`config.mk`:
```
export PLATFORM = sky130hd
export DESIGN_NAME = isotherm_crossing_depth_max_flat
export DESIGN_NICKNAME = d
export VERILOG_FILES = /design/src/icdm_pkg.sv /design/src/icdm_if.sv /design/src/icdm_div.sv /design/src/icdm_lerp.sv /design/src/isotherm_crossing_depth_max.sv /design/src/flat_wrapper.sv
export SDC_FILE = /design/constraint.sdc
export NUM_CORES = 2
export LEC_CHECK = 0
export BUFFER_PORTS_ARGS = -buffer_cell sky130_fd_sc_hd__buf_2
export CAP_MARGIN = 20
export CORE_MARGIN = 2
export CORE_UTILIZATION = 46
export DETAILED_ROUTE_END_ITERATION = 16
export PLACE_DENSITY = 0.75
export SLEW_MARGIN = 0
export SYNTH_ARGS = -nofsm -noshare
export SYNTH_HDL_FRONTEND = slang
export SYNTH_SLANG_ARGS = --single-unit
```
`constraint.sdc`:
```
create_clock -name clk -period 19.1 [get_ports clk]
set_input_delay 1.91 -clock clk [delete_from_list [all_inputs] [get_ports clk]]
set_output_delay 1.91 -clock clk [all_outputs]
set_load 0.03 [all_outputs]
```
`src/icdm_pkg.sv`:
```
`default_nettype none
package icdm_pkg;

  localparam int TEMP_W  = 24;
  localparam int COORD_W = 32;
  localparam int DEPTH_W = 31;
  localparam int FRAC_W  = 16;
  localparam int QUO_W   = FRAC_W + 1;
  localparam int CNT_W   = $clog2(QUO_W + 1);
  localparam int DELTA_W = COORD_W + 1;
  localparam int CFG_IDX_W = 3;
  localparam int CFG_DAT_W = 32;

  localparam logic [DEPTH_W-1:0] DEPTH_MAX = {DEPTH_W{1'b1}};
  localparam logic signed [TEMP_W-1:0] ISO_RESET = {1'b0, {(TEMP_W-1){1'b1}}};

  typedef enum logic [CFG_IDX_W-1:0] {
    CFG_ISO_VALUE   = 3'd0,
    CFG_WIN_X_LO    = 3'd1,
    CFG_WIN_X_HI    = 3'd2,
    CFG_WIN_Y_LO    = 3'd3,
    CFG_WIN_Y_HI    = 3'd4,
    CFG_SURFACE_Z   = 3'd5,
    CFG_MIN_DEPTH   = 3'd6,
    CFG_TRANSIENT   = 3'd7
  } cfg_idx_t;

  typedef enum logic [2:0] {
    ST_IDLE,
    ST_SETUP,
    ST_DIV,
    ST_MUL,
    ST_ZCAP,
    ST_UPD,
    ST_DONE
  } state_t;

  typedef enum logic [1:0] {
    AXIS_X = 2'd0,
    AXIS_Y = 2'd1,
    AXIS_Z = 2'd2
  } axis_t;

  typedef struct packed {
    logic busy;
    logic done;
  } div_stat_t;

endpackage
`default_nettype wire

```
`src/icdm_if.sv`:
```
`default_nettype none
interface icdm_face_if;
  logic                                     valid;
  logic                                     ready;
  logic signed [icdm_pkg::TEMP_W-1:0]       temp_owner;
  logic signed [icdm_pkg::TEMP_W-1:0]       temp_neighbour;
  logic signed [icdm_pkg::COORD_W-1:0]      owner_x;
  logic signed [icdm_pkg::COORD_W-1:0]      owner_y;
  logic signed [icdm_pkg::COORD_W-1:0]      owner_z;
  logic signed [icdm_pkg::COORD_W-1:0]      neighbour_x;
  logic signed [icdm_pkg::COORD_W-1:0]      neighbour_y;
  logic signed [icdm_pkg::COORD_W-1:0]      neighbour_z;
  logic                                     last_face;

  modport source (
    output valid, temp_owner, temp_neighbour, owner_x, owner_y, owner_z,
           neighbour_x, neighbour_y, neighbour_z, last_face,
    input  ready
  );
  modport sink (
    input  valid, temp_owner, temp_neighbour, owner_x, owner_y, owner_z,
           neighbour_x, neighbour_y, neighbour_z, last_face,
    output ready
  );
endinterface

interface icdm_res_if;
  logic                              valid;
  logic                              ready;
  logic [icdm_pkg::DEPTH_W-1:0]      iso_depth;
  logic [icdm_pkg::DEPTH_W-1:0]      melt_depth;

  modport source (output valid, iso_depth, melt_depth, input ready);
  modport sink   (input  valid, iso_depth, melt_depth, output ready);
endinterface

interface icdm_cfg_if;
  logic                                valid;
  logic                                ready;
  logic [icdm_pkg::CFG_IDX_W-1:0]      index;
  logic [icdm_pkg::CFG_DAT_W-1:0]      data;

  modport source (output valid, index, data, input ready);
  modport sink   (input  valid, index, data, output ready);
endinterface
`default_nettype wire

```
`src/icdm_div.sv`:
```
`default_nettype none
// Restoring radix-2 divider, one quotient bit per cycle. Expects num <= den.
module icdm_div (
  input  wire logic                          clk,
  input  wire logic                          rst_n,
  input  wire logic                          start,
  input  wire logic [icdm_pkg::TEMP_W-1:0]   num,
  input  wire logic [icdm_pkg::TEMP_W-1:0]   den,
  output logic      [icdm_pkg::QUO_W-1:0]    quo,
  output icdm_pkg::div_stat_t                stat
);

  localparam int W = icdm_pkg::TEMP_W;

  logic [W:0]                      rem_r;
  logic [W-1:0]                    den_r;
  logic [icdm_pkg::QUO_W-1:0]      quo_r;
  logic [icdm_pkg::CNT_W-1:0]      cnt_r;
  logic                            busy_r;
  logic                            done_r;
  logic [W+1:0]                    diff;
  logic                            ge;
  logic [W:0]                      rem_keep;

  assign diff     = {1'b0, rem_r} - {2'b00, den_r};
  assign ge       = ~diff[W+1];
  assign rem_keep = ge ? diff[W:0] : rem_r;

  always_ff @(posedge clk) begin
    if (!rst_n) begin
      busy_r <= 1'b0;
      done_r <= 1'b0;
      cnt_r  <= '0;
    end else if (start) begin
      busy_r <= 1'b1;
      done_r <= 1'b0;
      cnt_r  <= icdm_pkg::CNT_W'(icdm_pkg::QUO_W);
    end else if (busy_r) begin
      cnt_r <= cnt_r - 1'b1;
      if (cnt_r == icdm_pkg::CNT_W'(1)) begin
        busy_r <= 1'b0;
        done_r <= 1'b1;
      end
    end else begin
      done_r <= 1'b0;
    end
  end

  always_ff @(posedge clk) begin
    if (start) begin
      rem_r <= {1'b0, num};
      den_r <= den;
      quo_r <= '0;
    end else if (busy_r) begin
      // remainder stays below den after the trial subtract, so the shift fits
      rem_r <= {rem_keep[W-1:0], 1'b0};
      quo_r <= {quo_r[icdm_pkg::QUO_W-2:0], ge};
    end
  end

  assign quo       = quo_r;
  assign stat.busy = busy_r;
  assign stat.done = done_r;

endmodule
`default_nettype wire

```
`src/icdm_lerp.sv`:
```
`default_nettype none
// Shared interpolation unit: point = base + floor(delta * frac / 2^16).
// The product is registered; the add follows the register.
module icdm_lerp (
  input  wire logic                                 clk,
  input  wire logic                                 en,
  input  wire logic signed [icdm_pkg::COORD_W-1:0]  base,
  input  wire logic signed [icdm_pkg::DELTA_W-1:0]  delta,
  input  wire logic        [icdm_pkg::QUO_W-1:0]    frac,
  output logic      signed [icdm_pkg::COORD_W-1:0]  point
);

  localparam int PROD_W = icdm_pkg::DELTA_W + icdm_pkg::QUO_W + 1;
  localparam int Q_W    = PROD_W - icdm_pkg::FRAC_W;

  logic signed [PROD_W-1:0]              prod_nxt;
  logic signed [PROD_W-1:0]              prod_r;
  logic signed [icdm_pkg::COORD_W-1:0]   base_r;
  logic signed [Q_W-1:0]                 q;
  logic signed [Q_W-1:0]                 sum;

  assign prod_nxt = PROD_W'(delta) * PROD_W'(signed'({1'b0, frac}));

  always_ff @(posedge clk) begin
    if (en) begin
      prod_r <= prod_nxt;
      base_r <= base;
    end
  end

  // drop the fraction bits: an arithmetic shift rounds toward minus infinity
  assign q     = prod_r[PROD_W-1:icdm_pkg::FRAC_W];
  assign sum   = Q_W'(base_r) + q;
  assign point = sum[icdm_pkg::COORD_W-1:0];

endmodule
`default_nettype wire

```
`src/isotherm_crossing_depth_max.sv`:
```
`default_nettype none
// Isotherm crossing depth tracker. Each face transaction on in_face carries two
// cell temperatures and the two cell centres. When the isotherm temperature
// lies above the lower and at or below the higher face temperature, the
// crossing point is interpolated linearly (Q1.16 fraction, coordinates rounded
// toward minus infinity). A crossing inside the x/y window (bounds inclusive)
// and at or below surface_z adds its depth below the surface, saturated at
// 2^31-1, to a running maximum. A face with last_face set produces one result
// transaction on out_res (iso_depth, and melt_depth = max(min_depth, iso_depth))
// and clears the maximum; with transient_r low the result is 0 and
// min_depth. A face that crosses the isotherm goes from its acceptance to the
// earliest next acceptance through the accepting idle state, a setup state,
// the restoring divider that forms the fraction (one quotient bit at a time,
// then the hand-over), three passes through the shared multiplier for x, y
// and z, and states to capture z, update and finish. Any other face goes
// from setup straight to finish. The result sits in an output register, so the
// next face is taken while a result waits; a last face holds in its final state
// only while an earlier result is still unclaimed. Configuration writes on
// cfg_wr are ready whenever reset is released and must arrive only while the
// block is idle.
module isotherm_crossing_depth_max (
  input  wire logic   clk,
  input  wire logic   rst_n,
  icdm_face_if.sink   in_face,
  icdm_res_if.source  out_res,
  icdm_cfg_if.sink    cfg_wr
);

  localparam int TW = icdm_pkg::TEMP_W;
  localparam int CW = icdm_pkg::COORD_W;
  localparam int DW = icdm_pkg::DEPTH_W;
  localparam int XW = icdm_pkg::DELTA_W;

  // configuration registers
  logic signed [TW-1:0]  iso_value_r;
  logic signed [CW-1:0]  win_x_lo_r;
  logic signed [CW-1:0]  win_x_hi_r;
  logic signed [CW-1:0]  win_y_lo_r;
  logic signed [CW-1:0]  win_y_hi_r;
  logic signed [CW-1:0]  surface_z_r;
  logic [DW-1:0]         min_depth_r;
  logic                  transient_r;

  // captured face
  logic signed [TW-1:0]  t_own_r;
  logic signed [TW-1:0]  t_nbr_r;
  logic signed [CW-1:0]  own_x_r;
  logic signed [CW-1:0]  own_y_r;
  logic signed [CW-1:0]  own_z_r;
  logic signed [XW-1:0]  dlt_x_r;
  logic signed [XW-1:0]  dlt_y_r;
  logic signed [XW-1:0]  dlt_z_r;
  logic                  last_r;

  icdm_pkg::state_t      state_r;
  icdm_pkg::state_t      state_nxt;
  icdm_pkg::axis_t       axis_r;
  logic                  in_x_r;
  logic                  in_y_r;
  logic signed [CW-1:0]  pz_r;
  logic [DW-1:0]         max_depth_r;
  logic                  out_valid_r;
  logic [DW-1:0]         out_iso_r;
  logic [DW-1:0]         out_melt_r;

  // sequencer outputs
  logic                  in_ready;
  logic                  div_start;
  logic                  lerp_en;

  logic                  in_acc;
  logic                  hit;
  logic signed [TW-1:0]  t_min;
  logic signed [TW-1:0]  t_max;
  logic signed [TW:0]    num_s;
  logic signed [TW:0]    den_s;
  logic signed [TW:0]    num_abs;
  logic signed [TW:0]    den_abs;
  logic                  slot_free;
  logic                  emit;

  logic [icdm_pkg::QUO_W-1:0] frac;
  icdm_pkg::div_stat_t   div_stat;
  logic signed [CW-1:0]  lerp_base;
  logic signed [XW-1:0]  lerp_delta;
  logic signed [CW-1:0]  point;

  logic                  qualify;
  logic signed [CW:0]    dep_wide;
  logic [DW-1:0]         dep_sat;
  logic [DW-1:0]         iso_out;

  assign in_acc = in_face.valid && in_ready;

  // ---------------------------------------------------------------- config
  assign cfg_wr.ready = rst_n;

  always_ff @(posedge clk) begin
    if (!rst_n) begin
      iso_value_r <= icdm_pkg::ISO_RESET;
      win_x_lo_r  <= '0;
      win_x_hi_r  <= '0;
      win_y_lo_r  <= '0;
      win_y_hi_r  <= '0;
      surface_z_r <= '0;
      min_depth_r <= '0;
      transient_r <= 1'b0;
    end else if (cfg_wr.valid) begin
      case (icdm_pkg::cfg_idx_t'(cfg_wr.index))
        icdm_pkg::CFG_ISO_VALUE: iso_value_r <= cfg_wr.data[TW-1:0];
        icdm_pkg::CFG_WIN_X_LO:  win_x_lo_r  <= cfg_wr.data[CW-1:0];
        icdm_pkg::CFG_WIN_X_HI:  win_x_hi_r  <= cfg_wr.data[CW-1:0];
        icdm_pkg::CFG_WIN_Y_LO:  win_y_lo_r  <= cfg_wr.data[CW-1:0];
        icdm_pkg::CFG_WIN_Y_HI:  win_y_hi_r  <= cfg_wr.data[CW-1:0];
        icdm_pkg::CFG_SURFACE_Z: surface_z_r <= cfg_wr.data[CW-1:0];
        icdm_pkg::CFG_MIN_DEPTH: min_depth_r <= cfg_wr.data[DW-1:0];
        icdm_pkg::CFG_TRANSIENT: transient_r <= cfg_wr.data[0];
        default: ;
      endcase
    end
  end

  // ---------------------------------------------------------- face capture
  // Take the deltas right away so each multiplier pass starts from a register.
  always_ff @(posedge clk) begin
    if (in_acc) begin
      t_own_r <= in_face.temp_owner;
      t_nbr_r <= in_face.temp_neighbour;
      own_x_r <= in_face.owner_x;
      own_y_r <= in_face.owner_y;
      own_z_r <= in_face.owner_z;
      dlt_x_r <= XW'(in_face.neighbour_x) - XW'(in_face.owner_x);
      dlt_y_r <= XW'(in_face.neighbour_y) - XW'(in_face.owner_y);
      dlt_z_r <= XW'(in_face.neighbour_z) - XW'(in_face.owner_z);
      last_r  <= in_face.last_face;
    end
  end

  // ------------------------------------------------------------ range test
  // Isotherm strictly above the colder cell and at or below the warmer one.
  // That also rules out equal temperatures, so the divisor is never zero.
  assign t_min   = (t_own_r < t_nbr_r) ? t_own_r : t_nbr_r;
  assign t_max   = (t_own_r < t_nbr_r) ? t_nbr_r : t_own_r;
  assign hit     = transient_r && (t_min < iso_value_r) && (t_max >= iso_value_r);
  assign num_s   = (TW+1)'(iso_value_r) - (TW+1)'(t_own_r);
  assign den_s   = (TW+1)'(t_nbr_r) - (TW+1)'(t_own_r);
  assign num_abs = num_s[TW] ? -num_s : num_s;
  assign den_abs = den_s[TW] ? -den_s : den_s;

  icdm_div u_div (
    .clk   (clk),
    .rst_n (rst_n),
    .start (div_start),
    .num   (num_abs[TW-1:0]),
    .den   (den_abs[TW-1:0]),
    .quo   (frac),
    .stat  (div_stat)
  );

  // --------------------------------------------------- shared interpolator
  always_comb begin
    case (axis_r)
      icdm_pkg::AXIS_X: begin
        lerp_base  = own_x_r;
        lerp_delta = dlt_x_r;
      end
      icdm_pkg::AXIS_Y: begin
        lerp_base  = own_y_r;
        lerp_delta = dlt_y_r;
      end
      icdm_pkg::AXIS_Z: begin
        lerp_base  = own_z_r;
        lerp_delta = dlt_z_r;
      end
      default: begin
        lerp_base  = own_z_r;
        lerp_delta = dlt_z_r;
      end
    endcase
  end

  icdm_lerp u_lerp (
    .clk   (clk),
    .en    (lerp_en),
    .base  (lerp_base),
    .delta (lerp_delta),
    .frac  (frac),
    .point (point)
  );

  // Each pass lands in the following cycle: check x while y is issued, y while z is.
  always_ff @(posedge clk) begin
    if (!rst_n) begin
      axis_r <= icdm_pkg::AXIS_X;
    end else if (state_r == icdm_pkg::ST_MUL) begin
      case (axis_r)
        icdm_pkg::AXIS_X: axis_r <= icdm_pkg::AXIS_Y;
        icdm_pkg::AXIS_Y: axis_r <= icdm_pkg::AXIS_Z;
        default:          axis_r <= icdm_pkg::AXIS_X;
      endcase
    end
  end

  always_ff @(posedge clk) begin
    if (state_r == icdm_pkg::ST_MUL && axis_r == icdm_pkg::AXIS_Y) begin
      in_x_r <= (point >= win_x_lo_r) && (point <= win_x_hi_r);
    end
    if (state_r == icdm_pkg::ST_MUL && axis_r == icdm_pkg::AXIS_Z) begin
      in_y_r <= (point >= win_y_lo_r) && (point <= win_y_hi_r);
    end
    if (state_r == icdm_pkg::ST_ZCAP) begin
      pz_r <= point;
    end
  end

  // ------------------------------------------------------------- depth update
  assign qualify  = in_x_r && in_y_r && (pz_r <= surface_z_r);
  assign dep_wide = (CW+1)'(surface_z_r) - (CW+1)'(pz_r);
  // saturate: a qualifying depth is never negative, so only the top bits matter
  assign dep_sat  = (dep_wide[CW:DW] != '0) ? icdm_pkg::DEPTH_MAX : dep_wide[DW-1:0];

  assign slot_free = !out_valid_r || out_res.ready;
  assign emit      = (state_r == icdm_pkg::ST_DONE) && last_r && slot_free;
  assign iso_out   = transient_r ? max_depth_r : '0;

  always_ff @(posedge clk) begin
    if (!rst_n) begin
      max_depth_r <= '0;
    end else if (emit) begin
      max_depth_r <= '0;
    end else if (state_r == icdm_pkg::ST_UPD && qualify && dep_sat > max_depth_r) begin
      max_depth_r <= dep_sat;
    end
  end

  // ---------------------------------------------------------- result register
  always_ff @(posedge clk) begin
    if (!rst_n) begin
      out_valid_r <= 1'b0;
    end else if (emit) begin
      out_valid_r <= 1'b1;
    end else if (out_res.ready) begin
      out_valid_r <= 1'b0;
    end
  end

  always_ff @(posedge clk) begin
    if (emit) begin
      out_iso_r  <= iso_out;
      out_melt_r <= (iso_out > min_depth_r) ? iso_out : min_depth_r;
    end
  end

  assign out_res.valid      = out_valid_r;
  assign out_res.iso_depth  = out_iso_r;
  assign out_res.melt_depth = out_melt_r;

  // ---------------------------------------------------------------- sequencer
  always_ff @(posedge clk) begin
    if (!rst_n) begin
      state_r <= icdm_pkg::ST_IDLE;
    end else begin
      state_r <= state_nxt;
    end
  end

  always_comb begin
    state_nxt = state_r;
    case (state_r)
      icdm_pkg::ST_IDLE:  if (in_face.valid) state_nxt = icdm_pkg::ST_SETUP;
      icdm_pkg::ST_SETUP: state_nxt = hit ? icdm_pkg::ST_DIV : icdm_pkg::ST_DONE;
      icdm_pkg::ST_DIV:   if (div_stat.done) state_nxt = icdm_pkg::ST_MUL;
      icdm_pkg::ST_MUL:   if (axis_r == icdm_pkg::AXIS_Z) state_nxt = icdm_pkg::ST_ZCAP;
      icdm_pkg::ST_ZCAP:  state_nxt = icdm_pkg::ST_UPD;
      icdm_pkg::ST_UPD:   state_nxt = icdm_pkg::ST_DONE;
      icdm_pkg::ST_DONE:  if (!last_r || slot_free) state_nxt = icdm_pkg::ST_IDLE;
      default:            state_nxt = icdm_pkg::ST_IDLE;
    endcase
  end

  // hold ready low while reset is asserted
  always_comb begin
    in_ready  = 1'b0;
    div_start = 1'b0;
    lerp_en   = 1'b0;
    case (state_r)
      icdm_pkg::ST_IDLE:  in_ready  = rst_n;
      icdm_pkg::ST_SETUP: div_start = hit;
      icdm_pkg::ST_MUL:   lerp_en   = 1'b1;
      default: ;
    endcase
  end

  assign in_face.ready = in_ready;

endmodule
`default_nettype wire
```
`src/flat_wrapper.sv`:
```
// flat-port wrapper written by rule: the top's interface ports become plain ports
module isotherm_crossing_depth_max_flat 
  (clk, rst_n, in_face_valid, in_face_temp_owner, in_face_temp_neighbour, in_face_owner_x, in_face_owner_y, in_face_owner_z, in_face_neighbour_x, in_face_neighbour_y, in_face_neighbour_z, in_face_last_face, in_face_ready, out_res_valid, out_res_iso_depth, out_res_melt_depth, out_res_ready, cfg_wr_valid, cfg_wr_index, cfg_wr_data, cfg_wr_ready);
  icdm_face_if in_face_i ();
  icdm_res_if out_res_i ();
  icdm_cfg_if cfg_wr_i ();
  input  wire logic clk;
  input  wire logic rst_n;
  input wire logic [$bits(in_face_i.valid)-1:0] in_face_valid;
  input wire logic [$bits(in_face_i.temp_owner)-1:0] in_face_temp_owner;
  input wire logic [$bits(in_face_i.temp_neighbour)-1:0] in_face_temp_neighbour;
  input wire logic [$bits(in_face_i.owner_x)-1:0] in_face_owner_x;
  input wire logic [$bits(in_face_i.owner_y)-1:0] in_face_owner_y;
  input wire logic [$bits(in_face_i.owner_z)-1:0] in_face_owner_z;
  input wire logic [$bits(in_face_i.neighbour_x)-1:0] in_face_neighbour_x;
  input wire logic [$bits(in_face_i.neighbour_y)-1:0] in_face_neighbour_y;
  input wire logic [$bits(in_face_i.neighbour_z)-1:0] in_face_neighbour_z;
  input wire logic [$bits(in_face_i.last_face)-1:0] in_face_last_face;
  output wire logic [$bits(in_face_i.ready)-1:0] in_face_ready;
  output wire logic [$bits(out_res_i.valid)-1:0] out_res_valid;
  output wire logic [$bits(out_res_i.iso_depth)-1:0] out_res_iso_depth;
  output wire logic [$bits(out_res_i.melt_depth)-1:0] out_res_melt_depth;
  input wire logic [$bits(out_res_i.ready)-1:0] out_res_ready;
  input wire logic [$bits(cfg_wr_i.valid)-1:0] cfg_wr_valid;
  input wire logic [$bits(cfg_wr_i.index)-1:0] cfg_wr_index;
  input wire logic [$bits(cfg_wr_i.data)-1:0] cfg_wr_data;
  output wire logic [$bits(cfg_wr_i.ready)-1:0] cfg_wr_ready;
  assign in_face_i.valid = in_face_valid;
  assign in_face_i.temp_owner = in_face_temp_owner;
  assign in_face_i.temp_neighbour = in_face_temp_neighbour;
  assign in_face_i.owner_x = in_face_owner_x;
  assign in_face_i.owner_y = in_face_owner_y;
  assign in_face_i.owner_z = in_face_owner_z;
  assign in_face_i.neighbour_x = in_face_neighbour_x;
  assign in_face_i.neighbour_y = in_face_neighbour_y;
  assign in_face_i.neighbour_z = in_face_neighbour_z;
  assign in_face_i.last_face = in_face_last_face;
  assign in_face_ready = in_face_i.ready;
  assign out_res_valid = out_res_i.valid;
  assign out_res_iso_depth = out_res_i.iso_depth;
  assign out_res_melt_depth = out_res_i.melt_depth;
  assign out_res_i.ready = out_res_ready;
  assign cfg_wr_i.valid = cfg_wr_valid;
  assign cfg_wr_i.index = cfg_wr_index;
  assign cfg_wr_i.data = cfg_wr_data;
  assign cfg_wr_ready = cfg_wr_i.ready;
  isotherm_crossing_depth_max u_core (.clk(clk), .rst_n(rst_n), .in_face(in_face_i), .out_res(out_res_i), .cfg_wr(cfg_wr_i));
endmodule
```
==> flow_summary.yaml <==
yosys:
  syn_nets: 8202
  syn_area_um2: 63780
  ys_seq_area_frac: 0.3001
  ys_async_sr_fraction: 0
  ys_warn_count: 0
  synth_edf_count: 452
  syn-mean-instance-area_um2: 9.358
  ys_ff_latch: 730
  postSynthCellCount: 6815
  synthFlopType: "edfxtp_1"
  synth_cell_type_count: 86
hold_path:
  hold-path-endpoint: "u_core.win_y_lo_r[31]"
  holdCritStartpoint: "u_core.win_y_lo_r[31]"
  holdCritPathClass: "reg2reg"
  hold_depth: 2
clock_network:
  cts_root_buf: "clkbuf_16"
  numCtsBuffers: 83
  cts_setup_buffers: 0
  h-tree-depth: 3
  clk_latency_ns: 0.71
  cts_num_sinks: 730
  cts_tree: "yes"
  clk_pin_slew_worst_paths_ns: 0.07
  post_cts_resized: 0
  cts-hold-fix-buffers: 0
  clockBufferDepth: 3
worst_setup_path:
  max_stage_delay_ns: 0.72
  ff2ff_path_depth: 24
  cp_common_cell: "fa_1"
  crit_type: "reg2reg"
  required_ns: 19.53
  r2r_end: "u_core.u_lerp.prod_r[47]"
  path_max_fanout: 70
  startpoint_type: "flip-flop"
  path_cells: "buf_4 -> nor2_1 -> a21oi_1 -> buf_4 -> nor2b_1 -> fa_1 -> inv_1 -> fa_1 -> fa_1 -> inv_1 -> fa_1 -> fa_1 -> fa_1 -> ha_1 -> a21o_1 -> a211oi_1 -> inv_1 -> o211ai_1 -> a211oi_1 -> a31oi_1 -> o22ai_1 -> a221o_1 -> o41ai_1 -> xnor2_1"
  slowest_stage: "dfxtp_4"
  r2r-start: "u_core.axis_r[1]"
  cp-end-kind: "flip-flop"
  arrival_ns: 8.67
  reg2reg_slack_ns: 10.86
sta:
  min_period_ns: 8.239
  worst_pin_slew_ns: 1.024
  setup_violations: 0
  rsz0062_at_grt: "no"
  fin_tns_setup_ns: 0
  skew_ns: 0.03728
  fin_crit_sh: 0.4313
  max_freq_mhz: 121.4
  maxSlewHeadroom: 0.3175
  final-hold-violation-count: 0
  slew_viol_final: 0
floorplan:
  core_area_um2: 137500
  io_pins: 346
  rows: 136
  start_util: 0.4639
  die_area_um2: 141600
  die_w_um: 376.4
  die_h_um: 376.4
global_routing:
  grt_usage: 0.2418
  grt.overflow.total: 0
  antenna_found_initial: 6
  grt_pass1_wl_um: 270900
  first_global_vias: 49604
  grt_max_degree: 83
drt:
  wl_per_cell_um: 19.40
  num_vias: 49569
  ant_nets: 0
  dr.pass1.iters: 6
  wirelength_um: 173500
  drcViolationCount: 0
  drt_iter0_drc: 4078
  avgViaCountPerCell: 5.543
outcome:
  status: "finished, final reports clean"
layout:
  final_cell_mix: "inv_1 (1063), nand2_1 (873), ha_1 (584)"
  fin_area_um2: 70550
  area_growth_pct: 10.63
  nets: 8463
  regArea_um2: 19150
  multi_input_area_um2: 39760
  layout_commonest_cell: "inv_1"
  instances_no_fill: 8942
  drive_gt1_frac: 0.09586
  nFillCells: 12374
pwr:
  p_sw_frac: 0.2895
  p_sw_uw: 1279
  powerDensity_nw_per_um2: 62.59
  p_leak_uw: 0.03088
  finalPower_uw: 4416
  ir_drop_mv: 0.08019
  seqPwrFrac: 0.405
  combPwrFrac: 0.201
  p_clk_frac: 0.393
  intPower_uw: 3137
place:
  placed_cells: 8783
  place_area_um2: 67540
  io_buffers: 345
  hpwl_um: 133800
  routabilityCongestion: 0.9437
flow_run:
  cap_violations: 0
## worst max-delay path, delay by kind of cell, from the launching register on
family | cells | cell delay (ns)
adder cells (fa/ha/maj) | 7 | 3.28
AO/OA/AOI/OAI | 9 | 2.57
buffers and inverters | 5 | 1.08
flip-flops | 1 | 0.72
AND/OR/NAND/NOR | 2 | 0.21
XOR/XNOR | 1 | 0.11
## flip-flops by register name, indices dropped and copies added, names as in the netlist, 32 cells and up
name                  cells
u_core.dlt_x_r           33
u_core.dlt_y_r           33
u_core.dlt_z_r           33
u_core.own_x_r           32
u_core.own_y_r           32
u_core.own_z_r           32
u_core.pz_r              32
u_core.surface_z_r       32
u_core.u_lerp.base_r     32
u_core.u_lerp.prod_r     32
u_core.win_x_hi_r        32
u_core.win_x_lo_r        32
u_core.win_y_hi_r        32
u_core.win_y_lo_r        32
## cell usage after synthesis, drive strengths merged (8+ instances only)
cell	n	share of area
clkbuf	234	0.014
or3	35	0.0035
ha	584	0.11
and4	12	0.0016
o31a	14	0.0019
o211ai	41	0.0048
and3	24	0.0024
a31oi	43	0.0042
o31ai	11	0.0014
a211oi	58	0.0068
a21o	156	0.018
a21oi	264	0.021
nor4	32	0.0031
or2	13	0.0013
a41oi	9	0.0012
o21bai	33	0.0039
fa	522	0.16
mux2	58	0.010
dfxtp	278	0.087
edfxtp	452	0.21
mux2i	97	0.015
a21boi	207	0.024
nor3	56	0.0044
xnor2	196	0.027
nand2b	72	0.0071
xor2	81	0.011
and2	280	0.027
nand3b	8	0.00094
nand4	68	0.0067
nor2b	154	0.015
nand2	873	0.051
nor2	225	0.013
nor3b	11	0.0013
o21ai	262	0.021
nand3	68	0.0053
o21a	75	0.0088
o2111ai	9	0.0012
buf	19	0.0013
inv	1065	0.063
o41ai	10	0.0017
## power groups by stage
stage / Clock, µW / Sequential (µW) / Combinational (µW)
floorplan: 0 / 1820 / 595
global placement: 0 / 1820 / 849
detailed placement: 0 / 1820 / 869
CTS: 1770 / 1790 / 877
global route: 1830 / 1790 / 976
finish: 1740 / 1790 / 889
## kinds of logic (layout without fill, tap and decap cells)
| kind of cell | count (synthesis) | after routing | synth area share |
|---|---|---|---|
| adder cells (fa/ha/maj) | 1106 | 1106 | 0.2784 |
| AO/OA/AOI/OAI | 1271 | 1271 | 0.1314 |
| other | 0 | 2 | 0 |
| AND/OR/NAND/NOR | 1957 | 1957 | 0.1485 |
| buffers and inverters | 1318 | 1649 | 0.07771 |
| flip-flops | 730 | 730 | 0.3001 |
| multiplexers | 155 | 155 | 0.02546 |
| XOR/XNOR | 278 | 278 | 0.03839 |
## cell type report
class / instances / area share
clock buffer: 104 / 0.03231
tap: 1794 / 0.03181
inverter: 1065 / 0.05666
clock inverter: 51 / 0.009860
antenna: 2 / 0.00007094
multi-input combinational: 4767 / 0.5635
sequential: 730 / 0.2715
timing repair buffer: 429 / 0.03430
## routing by layer
| layer | GRT usage | routed length [µm] |
|---|---|---|
| met5 | 0 | 58 |
| met4 | 0.06740 | 5101 |
| met3 | 0.05166 | 14370 |
| met2 | 0.3977 | 80010 |
| met1 | 0.3214 | 73970 |
## worst max-delay path by stage
stage	slack, ns	cells after the start	startpoint	end
final	10.86	24	u_core.axis_r[1]	u_core.u_lerp.prod_r[47]
after global routing	10.37	24	u_core.axis_r[1]	u_core.u_lerp.prod_r[47]
after CTS	10.83	24	u_core.axis_r[1]	u_core.u_lerp.prod_r[47]
after detailed placement	10.81	24	u_core.axis_r[1]	u_core.u_lerp.prod_r[47]
after global placement	10.96	23	u_core.axis_r[0]	u_core.u_lerp.prod_r[47]
after floorplan	9.55	3	rst_n	u_core.dlt_x_r[0]
## stage by stage
step / setup WS, ns / utilization / hold slack, ns
4_1_cts: 10.83 / 0.5129 / 0.4658
5_1_grt: 10.37 / 0.5131 / 0.4815
3_5_place_dp: 10.81 / 0.4912 / 0.4574
2_1_floorplan: 9.553 / - / 0.4435
3_3_place_gp: 10.96 / 0.4908 / 0.4505
6_report: 10.86 / 0.5132 / 0.4639
Note: power is estimated with default switching activity, not from simulation.
